--- config.mk ---
export PLATFORM = sky130hd
export DESIGN_NAME = battery_level_smoother_top_flat
export DESIGN_NICKNAME = d
export VERILOG_FILES = /design/src/rtl/bls_pkg.sv /design/src/rtl/bls_in_if.sv /design/src/rtl/bls_out_if.sv /design/src/rtl/battery_level_smoother_top.sv /design/src/flat_wrapper.sv
export SDC_FILE = /design/constraint.sdc
export NUM_CORES = 1
export LEC_CHECK = 0
export BUFFER_PORTS_ARGS = -buffer_cell sky130_fd_sc_hd__buf_2
export CAP_MARGIN = 15
export CORE_UTILIZATION = 50
export DETAILED_ROUTE_END_ITERATION = 8
export GPL_TIMING_DRIVEN = 0
export PLACE_DENSITY = 0.7
export SETUP_SLACK_MARGIN = 0.15
export SLEW_MARGIN = 0
export SYNTH_ARGS = -nofsm -noshare
export SYNTH_HDL_FRONTEND = slang
export SYNTH_SLANG_ARGS = --single-unit
--- constraint.sdc ---
create_clock -name clk -period 5.6 [get_ports clk]
set_clock_uncertainty 0.05 [all_clocks]
set_input_delay 1.12 -clock clk [delete_from_list [all_inputs] [get_ports clk]]
set_output_delay 1.12 -clock clk [all_outputs]
set_load 0.03 [all_outputs]
--- src/rtl/bls_pkg.sv ---
package bls_pkg;

  // Field widths
  localparam int unsigned VOLT_W  = 8;
  localparam int unsigned PCT_W   = 7;
  localparam int unsigned LEVEL_W = 8;
  localparam int unsigned WIN_W   = 6;
  localparam int unsigned SUM_W   = 14;
  localparam int unsigned CFG_W   = 8;
  localparam int unsigned CFG_IDX_W = 2;

  // Serial divider geometry: 15-bit dividend, 8-bit divisor, one bit per step
  localparam int unsigned DVD_W     = 15;
  localparam int unsigned DSR_W     = 8;
  localparam int unsigned DIV_CNT_W = 4;
  localparam logic [DIV_CNT_W-1:0] DIV_LAST = DIV_CNT_W'(DVD_W - 1);

  localparam logic [PCT_W-1:0] PCT_FULL  = 7'd100;
  localparam logic [SUM_W-1:0] SUM_MAX   = 14'd16383;
  localparam logic [WIN_W-1:0] WIN_MAX   = 6'd63;

  // Register defaults
  localparam logic [7:0]       EMPTY_RST = 8'd99;
  localparam logic [7:0]       FULL_RST  = 8'd126;
  localparam logic [WIN_W-1:0] WIN_RST   = 6'd25;
  localparam logic [PCT_W-1:0] LOW_RST   = 7'd10;

  // Register indexes
  localparam logic [CFG_IDX_W-1:0] REG_EMPTY_LEVEL = 2'd0;
  localparam logic [CFG_IDX_W-1:0] REG_FULL_LEVEL  = 2'd1;
  localparam logic [CFG_IDX_W-1:0] REG_WINDOW_SIZE = 2'd2;
  localparam logic [CFG_IDX_W-1:0] REG_LOW_LIMIT   = 2'd3;

  typedef enum logic [2:0] {
    ST_IDLE,
    ST_PCT_DIV,
    ST_UPDATE,
    ST_AVG_DIV,
    ST_FINISH
  } bls_state_t;

endpackage

--- src/rtl/bls_in_if.sv ---
interface bls_in_if;
  import bls_pkg::*;

  logic               valid;
  logic               ready;
  logic [VOLT_W-1:0]  voltage;
  logic               reading_ok;

  modport source (output valid, output voltage, output reading_ok, input ready);
  modport sink   (input valid, input voltage, input reading_ok, output ready);
endinterface

--- src/rtl/bls_out_if.sv ---
interface bls_out_if;
  import bls_pkg::*;

  logic                      valid;
  logic                      ready;
  logic signed [LEVEL_W-1:0] level_percent;
  logic [PCT_W-1:0]          sample_percent;
  logic                      filling;
  logic                      signal_lost;
  logic                      shutdown;

  modport source (output valid, output level_percent, output sample_percent,
                  output filling, output signal_lost, output shutdown, input ready);
  modport sink   (input valid, input level_percent, input sample_percent,
                  input filling, input signal_lost, input shutdown, output ready);
endinterface

--- src/rtl/battery_level_smoother_top.sv ---
// Sequencing: a transaction is accepted in ST_IDLE, then passes an optional percentage
//   division (ST_PCT_DIV), ST_UPDATE, an optional average division (ST_AVG_DIV) and
//   ST_FINISH, which waits until the output register is free. A new transaction is
//   accepted only in ST_IDLE, after the previous one is finished; the 15-step serial
//   divider is shared by the percentage and the average calculation.
// Reset: synchronous, active-low rst_n; configuration and gauge registers return to
//   their defaults and the gauge starts a fresh fill window with shutdown cleared.
module battery_level_smoother_top (
  input  logic                                 clk,
  input  logic                                 rst_n,
  bls_in_if.sink                               in_ch,
  bls_out_if.source                            out_ch,
  input  logic                                 cfg_we,
  input  logic [bls_pkg::CFG_IDX_W-1:0]        cfg_idx,
  input  logic [bls_pkg::CFG_W-1:0]            cfg_data
);
  import bls_pkg::*;

  // Sequencer state
  bls_state_t state_r, state_nxt;

  // Configuration registers
  logic [7:0]       empty_r, full_r;
  logic [WIN_W-1:0] win_r;
  logic [PCT_W-1:0] low_r;

  // Gauge state
  logic                      fill_r, fill_nxt;
  logic [WIN_W-1:0]          fcnt_r, fcnt_nxt;
  logic [SUM_W-1:0]          sum_r, sum_nxt;
  logic [WIN_W-1:0]          dvs_r, dvs_nxt;
  logic signed [LEVEL_W-1:0] avg_r, avg_nxt;
  logic [WIN_W-1:0]          bad_r, bad_nxt;
  logic                      halted_r, halted_nxt;

  // Per-transaction working registers
  logic             ok_r, ok_nxt;
  logic [PCT_W-1:0] pct_r, pct_nxt;
  logic             filling_r, filling_nxt;
  logic             lost_r, lost_nxt;

  // Shared serial divider
  logic [DVD_W-1:0]     quo_r, quo_nxt;
  logic [DSR_W-1:0]     rem_r, rem_nxt;
  logic [DSR_W-1:0]     dsr_r, dsr_nxt;
  logic [DIV_CNT_W-1:0] dcnt_r, dcnt_nxt;
  logic [DSR_W:0]       trial;
  logic                 trial_ge;
  logic [DSR_W:0]       rem_step;
  logic [DVD_W-1:0]     quo_step;
  logic [PCT_W-1:0]     quo_clamped;

  // Output register
  logic                      out_valid_r, out_valid_nxt;
  logic signed [LEVEL_W-1:0] out_level_r, out_level_nxt;
  logic [PCT_W-1:0]          out_pct_r, out_pct_nxt;
  logic                      out_fill_r, out_fill_nxt;
  logic                      out_lost_r, out_lost_nxt;
  logic                      out_shut_r, out_shut_nxt;

  // Update-step helpers
  logic [WIN_W-1:0] eff_win;
  logic             good;
  logic [DVD_W-1:0] sum_add;
  logic [DVD_W-1:0] run_sum;
  logic [DVD_W-1:0] avg_ext;
  logic [DVD_W-1:0] run_diff;
  logic [SUM_W-1:0] sum_sat;
  logic [SUM_W-1:0] run_sat;
  logic [WIN_W-1:0] div_f, cnt_f, bad_inc;
  logic [7:0]       span, vdelta;
  logic             avg_pos;

  // A window of zero behaves as one sample
  assign eff_win = (win_r == '0) ? WIN_W'(1) : win_r;
  assign good    = ok_r && (pct_r != '0);
  assign avg_pos = !avg_r[LEVEL_W-1] && (avg_r != '0);

  assign span    = full_r - empty_r;
  assign vdelta  = in_ch.voltage - empty_r;

  // Fill arithmetic: add the sample, saturate the sum
  assign sum_add = DVD_W'(sum_r) + DVD_W'(pct_r);
  assign sum_sat = sum_add[DVD_W-1] ? SUM_MAX : sum_add[SUM_W-1:0];

  // Running arithmetic: sum + new - average, floored at zero, then saturated
  assign avg_ext  = DVD_W'(avg_r[PCT_W-1:0]);
  assign run_sum  = sum_add;
  assign run_diff = (run_sum > avg_ext) ? (run_sum - avg_ext) : '0;
  assign run_sat  = run_diff[DVD_W-1] ? SUM_MAX : run_diff[SUM_W-1:0];

  assign div_f   = (!ok_r && dvs_r != '0) ? dvs_r - WIN_W'(1) : dvs_r;
  assign cnt_f   = (fcnt_r < WIN_MAX) ? fcnt_r + WIN_W'(1) : fcnt_r;
  assign bad_inc = bad_r + WIN_W'(1);

  // One restoring-division step: shift in the next dividend bit, trial subtract
  assign trial       = {rem_r, quo_r[DVD_W-1]};
  assign trial_ge    = trial >= {1'b0, dsr_r};
  assign rem_step    = trial_ge ? (trial - {1'b0, dsr_r}) : trial;
  assign quo_step    = {quo_r[DVD_W-2:0], trial_ge};
  assign quo_clamped = (quo_step > DVD_W'(PCT_FULL)) ? PCT_FULL : quo_step[PCT_W-1:0];

  assign in_ch.ready          = (state_r == ST_IDLE);
  assign out_ch.valid         = out_valid_r;
  assign out_ch.level_percent = out_level_r;
  assign out_ch.sample_percent = out_pct_r;
  assign out_ch.filling       = out_fill_r;
  assign out_ch.signal_lost   = out_lost_r;
  assign out_ch.shutdown      = out_shut_r;

  // Next state and datapath control
  always_comb begin
    state_nxt   = state_r;
    fill_nxt    = fill_r;
    fcnt_nxt    = fcnt_r;
    sum_nxt     = sum_r;
    dvs_nxt     = dvs_r;
    avg_nxt     = avg_r;
    bad_nxt     = bad_r;
    halted_nxt  = halted_r;
    ok_nxt      = ok_r;
    pct_nxt     = pct_r;
    filling_nxt = filling_r;
    lost_nxt    = lost_r;
    quo_nxt     = quo_r;
    rem_nxt     = rem_r;
    dsr_nxt     = dsr_r;
    dcnt_nxt    = dcnt_r;

    // Drop the held result once the sink takes it
    out_valid_nxt = out_valid_r && !out_ch.ready;
    out_level_nxt = out_level_r;
    out_pct_nxt   = out_pct_r;
    out_fill_nxt  = out_fill_r;
    out_lost_nxt  = out_lost_r;
    out_shut_nxt  = out_shut_r;

    unique case (state_r)
      ST_IDLE: begin
        if (in_ch.valid) begin
          ok_nxt      = in_ch.reading_ok;
          filling_nxt = 1'b0;
          lost_nxt    = 1'b0;
          if (in_ch.reading_ok && (full_r > empty_r) && (in_ch.voltage > empty_r)) begin
            // Start the percentage division: (v - empty) * 100 / span
            quo_nxt   = DVD_W'(vdelta) * DVD_W'(PCT_FULL);
            rem_nxt   = '0;
            dsr_nxt   = span;
            dcnt_nxt  = '0;
            state_nxt = ST_PCT_DIV;
          end else begin
            // Failed read, at or below empty, or a degenerate span
            pct_nxt   = (in_ch.reading_ok && (full_r <= empty_r) &&
                         (in_ch.voltage > empty_r)) ? PCT_FULL : '0;
            state_nxt = ST_UPDATE;
          end
        end
      end

      ST_PCT_DIV: begin
        quo_nxt  = quo_step;
        rem_nxt  = rem_step[DSR_W-1:0];
        dcnt_nxt = dcnt_r + DIV_CNT_W'(1);
        if (dcnt_r == DIV_LAST) begin
          pct_nxt   = quo_clamped;
          state_nxt = ST_UPDATE;
        end
      end

      ST_UPDATE: begin
        state_nxt = ST_FINISH;
        if (fill_r) begin
          filling_nxt = 1'b1;
          if (good) sum_nxt = sum_sat;
          dvs_nxt  = div_f;
          fcnt_nxt = cnt_f;
          if (cnt_f >= eff_win) begin
            fill_nxt = 1'b0;
            if (div_f == '0) begin
              avg_nxt = -LEVEL_W'(1);
            end else begin
              quo_nxt   = DVD_W'(good ? sum_sat : sum_r);
              rem_nxt   = '0;
              dsr_nxt   = DSR_W'(div_f);
              dcnt_nxt  = '0;
              state_nxt = ST_AVG_DIV;
            end
          end
        end else if (avg_pos) begin
          if (good) begin
            sum_nxt = run_sat;
            bad_nxt = '0;
            if (dvs_r == '0) begin
              avg_nxt = '0;
            end else begin
              quo_nxt   = DVD_W'(run_sat);
              rem_nxt   = '0;
              dsr_nxt   = DSR_W'(dvs_r);
              dcnt_nxt  = '0;
              state_nxt = ST_AVG_DIV;
            end
          end else if (bad_r < WIN_MAX) begin
            bad_nxt = bad_inc;
            if (bad_inc == eff_win) begin
              lost_nxt = 1'b1;
              avg_nxt  = '0;
            end
          end
        end else if (good) begin
          // Good sample with no valid average: open a fresh fill
          fill_nxt    = 1'b1;
          fcnt_nxt    = '0;
          sum_nxt     = '0;
          dvs_nxt     = eff_win;
          avg_nxt     = '0;
          bad_nxt     = '0;
          filling_nxt = 1'b1;
        end
      end

      ST_AVG_DIV: begin
        quo_nxt  = quo_step;
        rem_nxt  = rem_step[DSR_W-1:0];
        dcnt_nxt = dcnt_r + DIV_CNT_W'(1);
        if (dcnt_r == DIV_LAST) begin
          avg_nxt   = LEVEL_W'(quo_clamped);
          state_nxt = ST_FINISH;
        end
      end

      ST_FINISH: begin
        // Hold until the output register is free, then load the result
        if (!out_valid_r || out_ch.ready) begin
          halted_nxt    = halted_r || (avg_pos && (avg_r[PCT_W-1:0] < low_r));
          out_valid_nxt = 1'b1;
          out_level_nxt = avg_r;
          out_pct_nxt   = pct_r;
          out_fill_nxt  = filling_r;
          out_lost_nxt  = lost_r;
          out_shut_nxt  = halted_nxt;
          state_nxt     = ST_IDLE;
        end
      end

      default: state_nxt = ST_IDLE;
    endcase
  end

  // Control state, configuration and gauge registers
  always_ff @(posedge clk) begin
    if (!rst_n) begin
      state_r     <= ST_IDLE;
      empty_r     <= EMPTY_RST;
      full_r      <= FULL_RST;
      win_r       <= WIN_RST;
      low_r       <= LOW_RST;
      fill_r      <= 1'b1;
      fcnt_r      <= '0;
      sum_r       <= '0;
      dvs_r       <= WIN_RST;
      avg_r       <= '0;
      bad_r       <= '0;
      halted_r    <= 1'b0;
      out_valid_r <= 1'b0;
    end else begin
      state_r     <= state_nxt;
      fill_r      <= fill_nxt;
      fcnt_r      <= fcnt_nxt;
      sum_r       <= sum_nxt;
      dvs_r       <= dvs_nxt;
      avg_r       <= avg_nxt;
      bad_r       <= bad_nxt;
      halted_r    <= halted_nxt;
      out_valid_r <= out_valid_nxt;
      if (cfg_we) begin
        unique case (cfg_idx)
          REG_EMPTY_LEVEL: empty_r <= cfg_data;
          REG_FULL_LEVEL:  full_r  <= cfg_data;
          REG_WINDOW_SIZE: win_r   <= cfg_data[WIN_W-1:0];
          REG_LOW_LIMIT:   low_r   <= cfg_data[PCT_W-1:0];
          default: ;
        endcase
      end
    end
  end

  // Payload registers: divider, working values, result
  always_ff @(posedge clk) begin
    ok_r        <= ok_nxt;
    pct_r       <= pct_nxt;
    filling_r   <= filling_nxt;
    lost_r      <= lost_nxt;
    quo_r       <= quo_nxt;
    rem_r       <= rem_nxt;
    dsr_r       <= dsr_nxt;
    dcnt_r      <= dcnt_nxt;
    out_level_r <= out_level_nxt;
    out_pct_r   <= out_pct_nxt;
    out_fill_r  <= out_fill_nxt;
    out_lost_r  <= out_lost_nxt;
    out_shut_r  <= out_shut_nxt;
  end

  // Shutdown is sticky until reset
  a_halt_sticky: assert property (@(posedge clk) disable iff (!rst_n)
    halted_r |=> halted_r)
    else $error("shutdown flag cleared without reset");

  // A fill transaction never reports signal loss
  a_fill_not_lost: assert property (@(posedge clk) disable iff (!rst_n)
    out_valid_r |-> !(out_fill_r && out_lost_r))
    else $error("filling and signal_lost both set");

  // Results stay within their ranges
  a_result_range: assert property (@(posedge clk) disable iff (!rst_n)
    out_valid_r |-> (out_pct_r <= PCT_FULL) &&
                    ((out_level_r == -LEVEL_W'(1)) ||
                     (!out_level_r[LEVEL_W-1] && out_level_r[PCT_W-1:0] <= PCT_FULL)))
    else $error("result field out of range");

  // A percentage division always starts from step zero
  a_div_start: assert property (@(posedge clk) disable iff (!rst_n)
    ((state_r != ST_PCT_DIV) && (state_nxt == ST_PCT_DIV)) |=> (dcnt_r == '0))
    else $error("divider started mid-count");

  // Shutdown reported alongside an average below the limit
  a_shut_follows: assert property (@(posedge clk) disable iff (!rst_n)
    (state_r == ST_FINISH && (!out_valid_r || out_ch.ready) && avg_pos &&
     avg_r[PCT_W-1:0] < low_r) |=> (out_shut_r && halted_r))
    else $error("low average did not raise shutdown");

endmodule

--- src/flat_wrapper.sv ---
// flat-port wrapper written by rule: the top's interface ports become plain ports
module battery_level_smoother_top_flat import bls_pkg::*;
  (clk, rst_n, cfg_we, cfg_idx, cfg_data, in_ch_valid, in_ch_voltage, in_ch_reading_ok, in_ch_ready, out_ch_valid, out_ch_level_percent, out_ch_sample_percent, out_ch_filling, out_ch_signal_lost, out_ch_shutdown, out_ch_ready);
  bls_in_if in_ch_i ();
  bls_out_if out_ch_i ();
  input  logic clk;
  input  logic rst_n;
  input  logic cfg_we;
  input  logic [bls_pkg::CFG_IDX_W-1:0] cfg_idx;
  input  logic [bls_pkg::CFG_W-1:0] cfg_data;
  input wire logic [$bits(in_ch_i.valid)-1:0] in_ch_valid;
  input wire logic [$bits(in_ch_i.voltage)-1:0] in_ch_voltage;
  input wire logic [$bits(in_ch_i.reading_ok)-1:0] in_ch_reading_ok;
  output wire logic [$bits(in_ch_i.ready)-1:0] in_ch_ready;
  output wire logic [$bits(out_ch_i.valid)-1:0] out_ch_valid;
  output wire logic [$bits(out_ch_i.level_percent)-1:0] out_ch_level_percent;
  output wire logic [$bits(out_ch_i.sample_percent)-1:0] out_ch_sample_percent;
  output wire logic [$bits(out_ch_i.filling)-1:0] out_ch_filling;
  output wire logic [$bits(out_ch_i.signal_lost)-1:0] out_ch_signal_lost;
  output wire logic [$bits(out_ch_i.shutdown)-1:0] out_ch_shutdown;
  input wire logic [$bits(out_ch_i.ready)-1:0] out_ch_ready;
  assign in_ch_i.valid = in_ch_valid;
  assign in_ch_i.voltage = in_ch_voltage;
  assign in_ch_i.reading_ok = in_ch_reading_ok;
  assign in_ch_ready = in_ch_i.ready;
  assign out_ch_valid = out_ch_i.valid;
  assign out_ch_level_percent = out_ch_i.level_percent;
  assign out_ch_sample_percent = out_ch_i.sample_percent;
  assign out_ch_filling = out_ch_i.filling;
  assign out_ch_signal_lost = out_ch_i.signal_lost;
  assign out_ch_shutdown = out_ch_i.shutdown;
  assign out_ch_i.ready = out_ch_ready;
  battery_level_smoother_top u_core (.clk(clk), .rst_n(rst_n), .in_ch(in_ch_i), .out_ch(out_ch_i), .cfg_we(cfg_we), .cfg_idx(cfg_idx), .cfg_data(cfg_data));
endmodule
==> run summary <==
Outcome - complete, no violations
TritonCTS buffer count - 17
Core area - 18800 um2
Least-Margin Pin Slew - 1060 ps
Tmin final - 5090 ps
Compound-Gate Fraction of Synth Area - 22.6%
EDFF count, synth - 63
Initial DRC Count - 827
Prevailing post-synth register cell - dfxtp_1
Root Driver - clkbuf_16
Reg2reg end - u_core.quo_r[14]
Cells on worst reg2reg path - 20
CTS Sinks - 138
CP Class - input pin to register
Power Density - 347 nW/um2
Crit path max fanout - 3
Initial antenna violation count - 0
Post-CTS sizing - 0
Top-count cell post-synth - nor2_1
Max-slew headroom - 28.6%
Hold endpoint - u_core.out_ch.filling
CP endpoint kind - register
Die Ht - 141 um
Antenna Nets Post-Route - 0
Post-DR vias/cell - 6.08
Area of the die - 19700 um2
# H-tree levels - 4
Setup TNS - 0 ps
Total Routing Usage GR - 27.6%
Fin cells - 1433
Flop2flop setup slack - 890 ps
Starting density of the core - 51.1%
Post-synth top cells - nor2_1, nand2_1, ha_1
Final setup fails - 0
Yosys cell types - 71
Synth area leaders - edfxtp_1, dfxtp_1, ha_1
Leakage - 4.32 nW
Congestion Overflow GR - 0
TritonRoute pass-1 iters - 6
CTS tree - built
Clk buf depth - 2
Fin nets - 1302
Layout cell share with drive strength beyond 1 - 8.59%
Synth warn - 0
WL/cell - 18.6 um
Final period util - 91.0%
Post-CTS Setup Bufs - 0
DP Wirelength - 20700 um
#FFs+latches synth - 138
Fin Hold WS - 368 ps
Gpl congestion - 0.920
Total number of vias - 8706
Io pins - 44
Ys async rst share - 0%
Hold Vio Cnt, Final - 0
Worst hold path class - register to register
Cell Rows - 50
Port Buffers - 43
Syn Nets - 1235
Area leader, netlist - edfxtp_1
RSZ-0062 raised after global routing - no
Synth Cell Area - 9590 um2
Launch point of the worst hold path - u_core.filling_r
Largest net degree at the start of global routing - 17
Post-synthesis sequential area ratio - 35.4%
Adder-cell area share of the yosys netlist - 12.6%
Fin util - 57.2%
Worst Path Required - 5730 ps
Area growth, synth to finish - 11.9%
Clk slew on worst S/H paths - 60 ps
Clk Latency, worst-skew pair - 440 ps
Simple-gate share of the synthesized area - 19.0%
Xor/xnor share of the synthesized area - 4.98%
Drt drc - 0
Post-synth top area share - 19.7%
Tot Pwr - 3.73 mW
First-pass GRT wire length - 41900 um
Max_cap viols - 0
Final Max Slew Viols - 0
Largest family of logic cells by synthesized area - compound AO/OA/AOI/OAI gates
Mapped Avg Cell Area - 8.57 um2
Hold path depth - 0
Post-Syn Instances - 1119
Crit path DAT - 5230 ps
Fmax - 196 MHz
DP Cell Count - 1401
Final wirelength - 26700 um
Proportion of synthesized area in mux cells - 0.535%
Maximum VDD drop - 0.000254 V
Vias in the first global route - 7997
Critical R2R Launch - u_core.empty_r[0]
Diode count - 0
Post-CTS Hold Buffers - 0
Crit path launch type - input pin
Die width - 141 um
[kinds of logic after synthesis]
group / Yosys count
buffers and inverters: 124
flip-flops: 138
AO/OA/AOI/OAI: 331
XOR/XNOR: 53
adder cells (fa/ha/maj): 92
multiplexers: 5
AND/OR/NAND/NOR: 376
[area by class of cell]
class / count / area [um2]
fillers: 1722 / 8030
multi-input cells: 857 / 5750
flip-flops and latches: 138 / 3390
clock buffers: 17 / 425
well taps: 234 / 293
repair buffers: 48 / 280
inverters: 72 / 270
plain buffers: 52 / 200
clock inverters: 15 / 126
[routing by layer]
metal  track usage [%]  vias up  part of all wire (%)
li1                  -     4214                     -
met1              35.6     4056                    43
met2              46.3      369                    47
met3              4.82       67                   6.5
met4              10.5        0                   2.9
met5                 0        -                     0
[how the worst max path moves through the flow]
stage,start,to,slack (ps),depth (start not counted)
finish,in_ch_voltage[0],u_core.quo_r[14],510,22
global route,in_ch_voltage[0],u_core.quo_r[13],240,21
CTS,in_ch_voltage[0],u_core.quo_r[14],510,22
detailed placement,in_ch_voltage[0],u_core.quo_r[14],20,22
global placement,in_ch_voltage[0],u_core.quo_r[11],-1220,12
floorplan,in_ch_voltage[0],u_core.dcnt_r[0],300,11
[power breakdown]
part	leakage [nW]	switching (mW)	internal [mW]
clock	0.272	0.501	0.583
combinational	2.85	0.834	0.559
sequential	1.20	0.0594	1.19
total	4.32	1.39	2.33
[placed cells by master (no fill, tap or decap), drive strengths merged, types with 10 or more instances in the layout]
cell type and instances:
nor2 100, nand2 98, o21ai 93, ha 84
inv 82, dfxtp 75, a21oi 65, edfxtp 63
clkbuf 63, buf 53, xnor2 36, nor3 34
nand3 31, nor2b 27, a21boi 25, o211ai 21
a21o 20, xor2 16, nand2b 13, a31oi 13
and3 12, nand4 12, a211oi 12, o21a 10
[metrics by stage]
| stage | worst slack (ps) | area [um2] |
|---|---|---|
| after global placement | -1220 | 10100 |
| final | 505 | 10700 |
| after global routing | 236 | 10700 |
| after detailed placement | 20.7 | 10200 |
| after floorplan | 296 | 9590 |
| after CTS | 508 | 10700 |
[registers in the layout, summed over array words and instances, names as in the netlist, 8 cells and up]
| name | flops |
|---|---|
| u_core.avg_r | 8 |
| u_core.dsr_r | 8 |
| u_core.empty_r | 8 |
| u_core.full_r | 8 |
| u_core.out_ch.level_percent | 8 |
| u_core.quo_r | 15 |
| u_core.rem_r | 8 |
| u_core.sum_r | 14 |
[worst max-delay path, stage by stage]
cell,delay [ps]
buf_2,110
inv_1,60
ha_1,140
inv_1,50
fa_1,410
a21o_1,180
a21oi_1,220
nor2b_1,90
o31a_1,260
a21oi_1,290
inv_1,140
fa_1,490
inv_1,40
ha_1,320
a21o_1,190
a21oi_1,240
o21bai_1,90
a21oi_1,210
o21bai_1,90
a21oi_1,180
xnor2_1,100
a22o_1,190
Power figures use the tool's default switching activity.
